## src/rtl/uart16550_pkg.sv

```systemverilog
// Shared types, register map and bit constants of the 16550-style UART register model.
package uart16550_pkg;

  // Event kind carried in the input tuser.
  typedef enum logic [1:0] {
    FUNC_READ  = 2'd0,
    FUNC_WRITE = 2'd1,
    FUNC_RX    = 2'd2,
    FUNC_DRAIN = 2'd3
  } func_t;

  // Completion status of a request.
  typedef enum logic [1:0] {
    ST_OK          = 2'd0,
    ST_LOAD_FAULT  = 2'd1,
    ST_STORE_FAULT = 2'd2,
    ST_RSVD        = 2'd3
  } status_t;

  // Register offsets within the device region.
  localparam logic [7:0] REG_RBR = 8'd0;
  localparam logic [7:0] REG_IER = 8'd1;
  localparam logic [7:0] REG_IIR = 8'd2;
  localparam logic [7:0] REG_LCR = 8'd3;
  localparam logic [7:0] REG_MCR = 8'd4;
  localparam logic [7:0] REG_LSR = 8'd5;
  localparam logic [7:0] REG_MSR = 8'd6;
  localparam logic [7:0] REG_SCR = 8'd7;

  // The only legal bus access width in bytes.
  localparam logic [3:0] ACCESS_BYTE = 4'd1;

  // Register bit fields.
  localparam int unsigned IER_RX_BIT = 0;
  localparam int unsigned IER_TX_BIT = 1;
  localparam int unsigned LCR_DLAB_BIT = 7;
  localparam logic [7:0] LSR_DR    = 8'h01;
  localparam logic [7:0] LSR_THRE  = 8'h20;
  localparam logic [7:0] LSR_TEMT  = 8'h40;
  localparam logic [7:0] IIR_NONE  = 8'h01;
  localparam logic [7:0] IIR_THRE  = 8'h02;
  localparam logic [7:0] IIR_RXD   = 8'h04;
  localparam logic [7:0] IIR_FIFOS = 8'hC0;

  // Commands from the controller to the datapath.
  typedef struct packed {
    logic exec;        // execute the request on the input channel
    logic out_load;    // load the output register
    logic out_drain;   // output register takes a drained transmit byte
    logic drain_next;  // advance the drain by one byte
  } ctrl_cmd_t;

  // Status from the datapath to the controller.
  typedef struct packed {
    logic tx_empty;    // transmit queue holds no byte
    logic drain_last;  // the byte being drained is the final one
  } dp_sts_t;

endpackage

```

## src/rtl/uart16550_ctrl.sv

```systemverilog
// Controller state machine: request acceptance, response sequencing and drain walk.
module uart16550_ctrl (
  input  logic                      clk,
  input  logic                      rst_n,
  input  logic                      in_tvalid,
  input  uart16550_pkg::func_t      in_func,
  output logic                      in_tready,
  output logic                      out_tvalid,
  input  logic                      out_tready,
  input  uart16550_pkg::dp_sts_t    sts,
  output uart16550_pkg::ctrl_cmd_t  cmd
);
  import uart16550_pkg::*;

  typedef enum logic [1:0] {
    S_IDLE,
    S_RESP,
    S_DRAIN
  } state_t;

  state_t state_r, state_nxt;
  logic   out_valid_r, out_valid_nxt;
  logic   accept;
  logic   out_free;

  assign accept    = in_tvalid && in_tready;
  assign out_free  = !out_valid_r || out_tready;
  assign in_tready = (state_r == S_IDLE);
  assign out_tvalid = out_valid_r;

  // Next state and commands.
  always_comb begin
    state_nxt      = state_r;
    cmd            = '0;
    unique case (state_r)
      S_IDLE: begin
        if (accept) begin
          cmd.exec = 1'b1;
          if (in_func == FUNC_DRAIN && !sts.tx_empty) begin
            state_nxt = S_DRAIN;
          end else begin
            state_nxt = S_RESP;
          end
        end
      end
      S_RESP: begin
        if (out_free) begin
          cmd.out_load = 1'b1;
          state_nxt    = S_IDLE;
        end
      end
      S_DRAIN: begin
        if (out_free) begin
          cmd.out_load   = 1'b1;
          cmd.out_drain  = 1'b1;
          cmd.drain_next = 1'b1;
          if (sts.drain_last) begin
            state_nxt = S_IDLE;
          end
        end
      end
      default: state_nxt = S_IDLE;
    endcase
  end

  // Output valid follows loads and consumer takes.
  always_comb begin
    out_valid_nxt = out_valid_r;
    if (cmd.out_load) begin
      out_valid_nxt = 1'b1;
    end else if (out_tready) begin
      out_valid_nxt = 1'b0;
    end
  end

  // State and registered output valid.
  always_ff @(posedge clk) begin
    if (!rst_n) begin
      state_r     <= S_IDLE;
      out_valid_r <= 1'b0;
    end else begin
      state_r     <= state_nxt;
      out_valid_r <= out_valid_nxt;
    end
  end

endmodule

```

## src/rtl/uart16550_dp.sv

```systemverilog
// Datapath: UART registers, receive and transmit queues, response and output registers.
module uart16550_dp #(
  parameter int FIFO_DEPTH = 16
) (
  input  logic                      clk,
  input  logic                      rst_n,
  input  uart16550_pkg::func_t      in_func,
  input  logic [7:0]                in_offset,
  input  logic [3:0]                in_access_size,
  input  logic [7:0]                in_write_data,
  input  logic [7:0]                in_rx_byte,
  input  uart16550_pkg::ctrl_cmd_t  cmd,
  output uart16550_pkg::dp_sts_t    sts,
  output logic [7:0]                out_read_data,
  output uart16550_pkg::status_t    out_status,
  output logic                      out_tx_valid,
  output logic [7:0]                out_tx_data,
  output logic                      out_last,
  output logic                      out_irq
);
  import uart16550_pkg::*;

  localparam int PTR_W = $clog2(FIFO_DEPTH);
  localparam int CNT_W = $clog2(FIFO_DEPTH + 1);
  localparam logic [PTR_W-1:0] PTR_LAST = PTR_W'(FIFO_DEPTH - 1);
  localparam logic [CNT_W-1:0] CNT_FULL = CNT_W'(FIFO_DEPTH);
  localparam logic [CNT_W-1:0] CNT_ONE  = CNT_W'(1);

  // Architectural registers.
  logic [7:0]       dll_r, dll_nxt;
  logic [7:0]       dlm_r, dlm_nxt;
  logic [3:0]       ier_r, ier_nxt;
  logic [7:0]       fcr_r, fcr_nxt;
  logic [7:0]       lcr_r, lcr_nxt;
  logic [7:0]       mcr_r, mcr_nxt;
  logic [7:0]       scr_r, scr_nxt;
  logic             thre_acked_r, thre_acked_nxt;

  // Queue pointers and counts.
  logic [PTR_W-1:0] rx_rd_ptr_r, rx_rd_ptr_nxt;
  logic [PTR_W-1:0] rx_wr_ptr_r, rx_wr_ptr_nxt;
  logic [CNT_W-1:0] rx_cnt_r, rx_cnt_nxt;
  logic [PTR_W-1:0] tx_rd_ptr_r, tx_rd_ptr_nxt;
  logic [PTR_W-1:0] tx_wr_ptr_r, tx_wr_ptr_nxt;
  logic [CNT_W-1:0] tx_cnt_r, tx_cnt_nxt;
  logic [CNT_W-1:0] drain_left_r, drain_left_nxt;

  // Queue storage and registered read data.
  logic [7:0]       rx_mem [FIFO_DEPTH];
  logic [7:0]       tx_mem [FIFO_DEPTH];
  logic [7:0]       rx_q_r;
  logic [7:0]       tx_q_r;
  logic             rx_we;
  logic             tx_we;
  logic             tx_re;
  logic [PTR_W-1:0] tx_rd_addr;

  // Response of the request in flight.
  logic [7:0]       rsp_rdata_r, rsp_rdata_nxt;
  status_t          rsp_status_r, rsp_status_nxt;
  logic             rsp_use_rxq_r, rsp_use_rxq_nxt;

  // Output register.
  logic [7:0]       out_read_data_r;
  status_t          out_status_r;
  logic             out_tx_valid_r;
  logic [7:0]       out_tx_data_r;
  logic             out_last_r;
  logic             out_irq_r;

  logic             dlab;
  logic             rx_pend;
  logic             thre_pend;
  logic             irq_now;
  logic [PTR_W-1:0] rx_rd_inc;
  logic [PTR_W-1:0] rx_wr_inc;
  logic [PTR_W-1:0] tx_rd_inc;
  logic [PTR_W-1:0] tx_wr_inc;

  assign dlab      = lcr_r[LCR_DLAB_BIT];
  assign rx_pend   = ier_r[IER_RX_BIT] && (rx_cnt_r != '0);
  assign thre_pend = ier_r[IER_TX_BIT] && (tx_cnt_r == '0) && !thre_acked_r;
  assign irq_now   = rx_pend || thre_pend;

  // Circular pointer increments.
  assign rx_rd_inc = (rx_rd_ptr_r == PTR_LAST) ? '0 : rx_rd_ptr_r + 1'b1;
  assign rx_wr_inc = (rx_wr_ptr_r == PTR_LAST) ? '0 : rx_wr_ptr_r + 1'b1;
  assign tx_rd_inc = (tx_rd_ptr_r == PTR_LAST) ? '0 : tx_rd_ptr_r + 1'b1;
  assign tx_wr_inc = (tx_wr_ptr_r == PTR_LAST) ? '0 : tx_wr_ptr_r + 1'b1;

  assign sts.tx_empty   = (tx_cnt_r == '0);
  assign sts.drain_last = (drain_left_r == CNT_ONE);

  // Request execution and drain stepping.
  always_comb begin
    dll_nxt         = dll_r;
    dlm_nxt         = dlm_r;
    ier_nxt         = ier_r;
    fcr_nxt         = fcr_r;
    lcr_nxt         = lcr_r;
    mcr_nxt         = mcr_r;
    scr_nxt         = scr_r;
    thre_acked_nxt  = thre_acked_r;
    rx_rd_ptr_nxt   = rx_rd_ptr_r;
    rx_wr_ptr_nxt   = rx_wr_ptr_r;
    rx_cnt_nxt      = rx_cnt_r;
    tx_rd_ptr_nxt   = tx_rd_ptr_r;
    tx_wr_ptr_nxt   = tx_wr_ptr_r;
    tx_cnt_nxt      = tx_cnt_r;
    drain_left_nxt  = drain_left_r;
    rsp_rdata_nxt   = rsp_rdata_r;
    rsp_status_nxt  = rsp_status_r;
    rsp_use_rxq_nxt = rsp_use_rxq_r;
    rx_we           = 1'b0;
    tx_we           = 1'b0;
    tx_re           = 1'b0;
    tx_rd_addr      = tx_rd_ptr_r;

    if (cmd.exec) begin
      rsp_rdata_nxt   = '0;
      rsp_status_nxt  = ST_OK;
      rsp_use_rxq_nxt = 1'b0;
      unique case (in_func)
        FUNC_READ: begin
          if (in_access_size != ACCESS_BYTE) begin
            rsp_status_nxt = ST_LOAD_FAULT;
          end else begin
            unique case (in_offset)
              REG_RBR: begin
                if (dlab) begin
                  rsp_rdata_nxt = dll_r;
                end else if (rx_cnt_r != '0) begin
                  rsp_use_rxq_nxt = 1'b1;
                  rx_rd_ptr_nxt   = rx_rd_inc;
                  rx_cnt_nxt      = rx_cnt_r - 1'b1;
                end
              end
              REG_IER: rsp_rdata_nxt = dlab ? dlm_r : {4'b0000, ier_r};
              REG_IIR: begin
                // Receive data outranks THR empty; reading acknowledges THR empty when it is reported.
                if (rx_pend) begin
                  rsp_rdata_nxt = IIR_FIFOS | IIR_RXD;
                end else if (thre_pend) begin
                  rsp_rdata_nxt  = IIR_FIFOS | IIR_THRE;
                  thre_acked_nxt = 1'b1;
                end else begin
                  rsp_rdata_nxt = IIR_FIFOS | IIR_NONE;
                end
              end
              REG_LCR: rsp_rdata_nxt = lcr_r;
              REG_MCR: rsp_rdata_nxt = mcr_r;
              REG_LSR: begin
                rsp_rdata_nxt = ((rx_cnt_r != '0) ? LSR_DR : 8'h00) |
                                ((tx_cnt_r != CNT_FULL) ? LSR_THRE : 8'h00) |
                                ((tx_cnt_r == '0) ? LSR_TEMT : 8'h00);
              end
              REG_SCR: rsp_rdata_nxt = scr_r;
              // MSR and offsets past the map read as zero.
              default: rsp_rdata_nxt = '0;
            endcase
          end
        end
        FUNC_WRITE: begin
          if (in_access_size != ACCESS_BYTE) begin
            rsp_status_nxt = ST_STORE_FAULT;
          end else begin
            unique case (in_offset)
              REG_RBR: begin
                if (dlab) begin
                  dll_nxt = in_write_data;
                end else begin
                  if (tx_cnt_r != CNT_FULL) begin
                    tx_we         = 1'b1;
                    tx_wr_ptr_nxt = tx_wr_inc;
                    tx_cnt_nxt    = tx_cnt_r + 1'b1;
                  end
                  thre_acked_nxt = 1'b0;
                end
              end
              REG_IER: begin
                if (dlab) begin
                  dlm_nxt = in_write_data;
                end else begin
                  ier_nxt        = in_write_data[3:0];
                  thre_acked_nxt = 1'b0;
                end
              end
              REG_IIR: fcr_nxt = in_write_data;
              REG_LCR: lcr_nxt = in_write_data;
              REG_MCR: mcr_nxt = in_write_data;
              REG_SCR: scr_nxt = in_write_data;
              // LSR, MSR and offsets past the map ignore writes.
              default: ;
            endcase
          end
        end
        FUNC_RX: begin
          // A byte arriving at a full queue is dropped.
          if (rx_cnt_r != CNT_FULL) begin
            rx_we         = 1'b1;
            rx_wr_ptr_nxt = rx_wr_inc;
            rx_cnt_nxt    = rx_cnt_r + 1'b1;
          end
        end
        FUNC_DRAIN: begin
          // Take the whole queue and prefetch its oldest byte.
          drain_left_nxt = tx_cnt_r;
          tx_cnt_nxt     = '0;
          thre_acked_nxt = 1'b0;
          tx_re          = 1'b1;
        end
        default: ;
      endcase
    end

    if (cmd.drain_next) begin
      tx_rd_ptr_nxt  = tx_rd_inc;
      drain_left_nxt = drain_left_r - 1'b1;
      tx_re          = 1'b1;
      tx_rd_addr     = tx_rd_inc;
    end
  end

  // Receive queue storage with registered read.
  always_ff @(posedge clk) begin
    if (rx_we) begin
      rx_mem[rx_wr_ptr_r] <= in_rx_byte;
    end
    if (cmd.exec) begin
      rx_q_r <= rx_mem[rx_rd_ptr_r];
    end
  end

  // Transmit queue storage with registered read.
  always_ff @(posedge clk) begin
    if (tx_we) begin
      tx_mem[tx_wr_ptr_r] <= in_write_data;
    end
    if (tx_re) begin
      tx_q_r <= tx_mem[tx_rd_addr];
    end
  end

  // Control and architectural state.
  always_ff @(posedge clk) begin
    if (!rst_n) begin
      dll_r        <= '0;
      dlm_r        <= '0;
      ier_r        <= '0;
      fcr_r        <= '0;
      lcr_r        <= '0;
      mcr_r        <= '0;
      scr_r        <= '0;
      thre_acked_r <= 1'b0;
      rx_rd_ptr_r  <= '0;
      rx_wr_ptr_r  <= '0;
      rx_cnt_r     <= '0;
      tx_rd_ptr_r  <= '0;
      tx_wr_ptr_r  <= '0;
      tx_cnt_r     <= '0;
      drain_left_r <= '0;
    end else begin
      dll_r        <= dll_nxt;
      dlm_r        <= dlm_nxt;
      ier_r        <= ier_nxt;
      fcr_r        <= fcr_nxt;
      lcr_r        <= lcr_nxt;
      mcr_r        <= mcr_nxt;
      scr_r        <= scr_nxt;
      thre_acked_r <= thre_acked_nxt;
      rx_rd_ptr_r  <= rx_rd_ptr_nxt;
      rx_wr_ptr_r  <= rx_wr_ptr_nxt;
      rx_cnt_r     <= rx_cnt_nxt;
      tx_rd_ptr_r  <= tx_rd_ptr_nxt;
      tx_wr_ptr_r  <= tx_wr_ptr_nxt;
      tx_cnt_r     <= tx_cnt_nxt;
      drain_left_r <= drain_left_nxt;
    end
  end

  // Response and output payload registers.
  always_ff @(posedge clk) begin
    rsp_rdata_r   <= rsp_rdata_nxt;
    rsp_status_r  <= rsp_status_nxt;
    rsp_use_rxq_r <= rsp_use_rxq_nxt;
    if (cmd.out_load) begin
      out_irq_r <= irq_now;
      if (cmd.out_drain) begin
        out_read_data_r <= '0;
        out_status_r    <= ST_OK;
        out_tx_valid_r  <= 1'b1;
        out_tx_data_r   <= tx_q_r;
        out_last_r      <= sts.drain_last;
      end else begin
        out_read_data_r <= rsp_use_rxq_r ? rx_q_r : rsp_rdata_r;
        out_status_r    <= rsp_status_r;
        out_tx_valid_r  <= 1'b0;
        out_tx_data_r   <= '0;
        out_last_r      <= 1'b1;
      end
    end
  end

  assign out_read_data = out_read_data_r;
  assign out_status    = out_status_r;
  assign out_tx_valid  = out_tx_valid_r;
  assign out_tx_data   = out_tx_data_r;
  assign out_last      = out_last_r;
  assign out_irq       = out_irq_r;

endmodule

```

## src/rtl/uart_16550_register_model_unit.sv

```systemverilog
// Top level of the 16550-style UART register model: channel packing, controller and datapath.
//
// Usage:
//   The input channel carries one event per request: a bus read, a bus write, a byte
//   received from the line, or a drain of the transmit queue (event kind in in_tuser).
//   The output channel returns one response per bus access or received byte, and for
//   a drain one response per queued transmit byte (tx_valid set, tlast on the final
//   byte), or a single empty response when the queue holds nothing. Every response
//   carries the interrupt line level after the event.
//   Timing: a request is executed at the edge that accepts it; its response is registered
//   and moves to the output register when that is free. The block takes one request at a
//   time: a new one is accepted only after the previous response is loaded. A drain moves
//   one byte per cycle, while the receiver does not stall, out of the transmit queue
//   memory's registered read port. The output register decouples the channels: the next
//   request is accepted while a response still waits. When the receiver stalls, the
//   response holds and the block stops after the next response is ready. Reset (rst_n
//   low, synchronous) clears state, output valid, architectural registers, queue pointers
//   and counts, not payload registers; storage is not cleared and needs no clearing pass.
module uart_16550_register_model_unit #(
  parameter int FIFO_DEPTH = 16
) (
  input  logic        clk,
  input  logic        rst_n,
  input  logic        in_tvalid,
  output logic        in_tready,
  input  logic [31:0] in_tdata,   // offset[7:0], access_size[11:8], write_data[19:12],
                                  // rx_byte[27:20], zero pad[31:28]
  input  logic [1:0]  in_tuser,   // func[1:0]
  output logic        out_tvalid,
  input  logic        out_tready,
  output logic [23:0] out_tdata,  // read_data[7:0], tx_data[15:8], irq[16], zero pad[23:17]
  output logic [2:0]  out_tuser,  // status[1:0], tx_valid[2]
  output logic        out_tlast   // last
);
  import uart16550_pkg::*;

  func_t      in_func;
  ctrl_cmd_t  cmd;
  dp_sts_t    sts;
  logic [7:0] read_data;
  status_t    status;
  logic       tx_valid;
  logic [7:0] tx_data;
  logic       irq;

  assign in_func = func_t'(in_tuser);

  uart16550_ctrl u_ctrl (
    .clk        (clk),
    .rst_n      (rst_n),
    .in_tvalid  (in_tvalid),
    .in_func    (in_func),
    .in_tready  (in_tready),
    .out_tvalid (out_tvalid),
    .out_tready (out_tready),
    .sts        (sts),
    .cmd        (cmd)
  );

  uart16550_dp #(
    .FIFO_DEPTH (FIFO_DEPTH)
  ) u_dp (
    .clk            (clk),
    .rst_n          (rst_n),
    .in_func        (in_func),
    .in_offset      (in_tdata[7:0]),
    .in_access_size (in_tdata[11:8]),
    .in_write_data  (in_tdata[19:12]),
    .in_rx_byte     (in_tdata[27:20]),
    .cmd            (cmd),
    .sts            (sts),
    .out_read_data  (read_data),
    .out_status     (status),
    .out_tx_valid   (tx_valid),
    .out_tx_data    (tx_data),
    .out_last       (out_tlast),
    .out_irq        (irq)
  );

  // Pack the response fields.
  assign out_tdata = {7'b0000000, irq, tx_data, read_data};
  assign out_tuser = {tx_valid, status};

endmodule

```

## config.mk

```make
export PLATFORM = sky130hd
export DESIGN_NAME = uart_16550_register_model_unit
export DESIGN_NICKNAME = d
export VERILOG_FILES = /design/src/rtl/uart16550_pkg.sv /design/src/rtl/uart16550_ctrl.sv /design/src/rtl/uart16550_dp.sv /design/src/rtl/uart_16550_register_model_unit.sv
export SDC_FILE = /design/constraint.sdc
export NUM_CORES = 1
export LEC_CHECK = 0
export BUFFER_PORTS_ARGS = -buffer_cell sky130_fd_sc_hd__clkbuf_2
export CAP_MARGIN = 40
export CORE_UTILIZATION = 40
export DETAILED_ROUTE_END_ITERATION = 12
export GPL_ROUTABILITY_DRIVEN = 0
export HOLD_SLACK_MARGIN = 0.02
export PLACE_DENSITY = 0.62
export SYNTH_ARGS = -nofsm -noshare
export SYNTH_HDL_FRONTEND = slang
export SYNTH_SLANG_ARGS = --single-unit
```

## constraint.sdc

```tcl
create_clock -name clk -period 4.18 [get_ports clk]
set_input_delay 0.836 -clock clk [delete_from_list [all_inputs] [get_ports clk]]
set_output_delay 0.836 -clock clk [all_outputs]
set_load 0.005 [all_outputs]
```

==> flow_summary.ini <==
[logic_synthesis]
synth_area_leaders = edfxtp_1 56%, dfxtp_1 9.8%, mux4_2 5.6%
synth-edff-count = 304
netlist_instances = 1169
ys.flop_type = edfxtp_1
ys_seq_area_share_pct = 66.24
syn_area_per_cell_um2 = 13.83
postSynth.asyncResetShare_pct = 0
syn-cell-area_um2 = 16170
synth_top_area_share_pct = 56.46
ys_seq_elements = 383
yosys.area.top_type = edfxtp_1
ys.warnings.count = 0
synth_cell_type_count = 63

[routing]
dr.pass1.iters = 5
vias = 9815
wl_per_cell_um = 19.46
drc_errors = 0
wl_um = 35070
viasPerCell = 5.447
ant_nets = 0
drt_first_iter_violations = 637

[pwr]
p_leak_nw = 6.088
p_per_area_nw_per_um2 = 415.5
vdd_drop_max_mv = 0.3542

[die]
fp.dieArea_um2 = 41230
num_rows = 73
die_w_um = 203.0
ioPinCount = 68
die_y_um = 203.0
core_um2 = 39820
start_util_pct = 40.60

[timing]
setup_tns_ns = 0
hold_viol_final = 0
max_freq_mhz = 331.5
finalCriticalPeriod_ns = 3.017
setup_viol = 0
rsz0062_at_grt = false
slew_headroom_pct = 47.22
fin_crit_sh_pct = 72.17
fin_skew_ns = 0.01678
drv_slew = 0
tightest_slew_ns = 0.7905

[worst_setup_path]
critPathLaunchType = input pin
critPathSlowestCell = or4_4
arrival_ns = 3.22
cpLargestDelayFamily = simple AND/OR/NAND/NOR gates
rr_worst_depth = 7
worstPathMaxFanout = 8
timing.reg2reg.setup_slack_ns = 1.29
worstPathCellList = clkbuf_2 > or4_4 > or4_4 > nor2_1 > and2_1 > and3_1 > and2_1
crit_path_end_kind = flip-flop
cp.depth = 7
cp_slowest_stage_delay_ns = 0.55
cp.required_ns = 4.38
path_buf_inv = 1
critPathKind = in2reg

[grt]
gr-total-overflow = 0
grt_pass1_vias = 9681
grt_max_degree = 68
grt_pass1_wl_um = 54670
grt_antenna_before_repair = 0
track_usage_pct = 17.21

[final_layout]
final_common_cell = edfxtp_1
layout-drive-gt1-share_pct = 19.81
largest_registers = u_dp.rx_mem x128, u_dp.tx_mem x128
final_cell_mix = 304 x edfxtp_1, 80 x nand2_1, 78 x nor2_1, 78 x dfxtp_1, 73 x a21oi_1
diodes = 0
stdcell_area_um2 = 18490
syn_to_final_growth_pct = 14.33
finalNetCount = 1304

[cts]
post_cts_resize_count = 0
cts_buffer_depth = 3
cts-root-buf = clkbuf_16
htreeDepth = 2
cts_hold_buf = 0
cts_made_buffers = 41
clk_pin_slew_ns = 0.06
postCtsSetupRepairBufs = 0
insertion_delay_ns = 0.56
clock_sinks = 383
cts_tree = built

[placement]
dp_hpwl_um = 22630
portBuffers = 56
post_dp_cell_area_um2 = 17260

[status]
outcome = complete, no violations

[flow_run]
cap_violations = 0

[hold_path]
worstHoldPathCells = 2
hold_class = reg2reg
## power breakdown
part           switching [mW]  leakage [nW]  internal, mW
clock network            1.45         0.598          1.87
registers              0.0136          3.39          4.14
logic                   0.146          2.09        0.0603
## worst register-to-register path: cells and delay by family (launching register included)
kind	cells	cell delay [ns]
buf+inv	1	0.19
flops	1	0.30
simple gates	6	2.04
## through the flow
stage,total power [mW],util [%],instances,hold slack [ns],setup slack [ns]
floorplan,4.334,-,1175,0.4329,0.6702
global placement,4.435,43.24,1725,0.4416,0.5648
detailed placement,4.444,43.35,1727,0.4456,0.5448
CTS,7.762,46.42,1802,0.4542,1.142
global route,7.928,46.42,1802,0.4738,1.013
finish,7.681,46.42,1802,0.4537,1.163
## synth_stat cells, types with 3 or more instances
master	instances
a211oi_1	9
a21boi_0	35
a21oi_1	73
a222oi_1	5
a22oi_1	4
a311o_1	16
a31oi_1	10
and2_1	15
and3_1	29
buf_1	11
buf_4	9
clkbuf_1	62
dfxtp_1	79
edfxtp_1	304
ha_1	20
inv_1	23
mux2_2	33
mux2i_1	21
mux4_2	40
nand2_1	80
nand2b_1	5
nand3_1	56
nand3b_1	4
nor2_1	79
nor2b_1	3
nor3_1	23
nor3b_1	4
nor4_1	6
o21ai_0	12
o221ai_1	3
o22ai_1	26
o32a_1	16
or3_1	4
or4_1	3
or4_4	3
or4b_2	3
xnor2_1	8
## layout make-up
| type | instances | area (um^2) |
|---|---|---|
| Fill cell | 3479 | 21340 |
| Sequential cell | 383 | 10710 |
| Multi-Input combinational cell | 685 | 5079 |
| Clock buffer | 50 | 1060 |
| Timing Repair Buffer | 110 | 725.7 |
| Tap cell | 525 | 656.9 |
| Clock inverter | 25 | 162.7 |
| Inverter | 24 | 90.09 |
## worst paths after layout
check | to | from
worst max-delay path | u_dp.tx_mem[13][0] | in_tdata[5]
worst max register to register | u_dp.tx_mem[13][0] | u_dp.lcr_r[7]
worst min register to register | u_dp.scr_r[1] | u_dp.scr_r[1]
worst min-delay path | u_dp.scr_r[1] | u_dp.scr_r[1]
## kinds of logic (layout without fill, tap and decap cells)
logic type	count (synthesis)	count (layout)	share of synthesized area, %
buffers and inverters	107	209	2.701
DFF	383	383	66.24
AOI/OAI and AO/OA	224	224	9.542
and+or+nand+nor	329	329	10.11
muxes	94	94	9.170
adders and majority gates	21	21	1.672
other	1	7	0.02319
xor gates and xnor gates	10	10	0.5417
## routing by layer
layer / wire length [um] / global-route usage [%] / up-vias
met5: 0 / 0 / -
li1: - / - / 4652
met1: 15670 / 23.01 / 4900
met2: 17280 / 28.91 / 209
met3: 1413 / 2.616 / 54
met4: 700 / 5.183 / 0
Power figures use the tool's default switching activity.
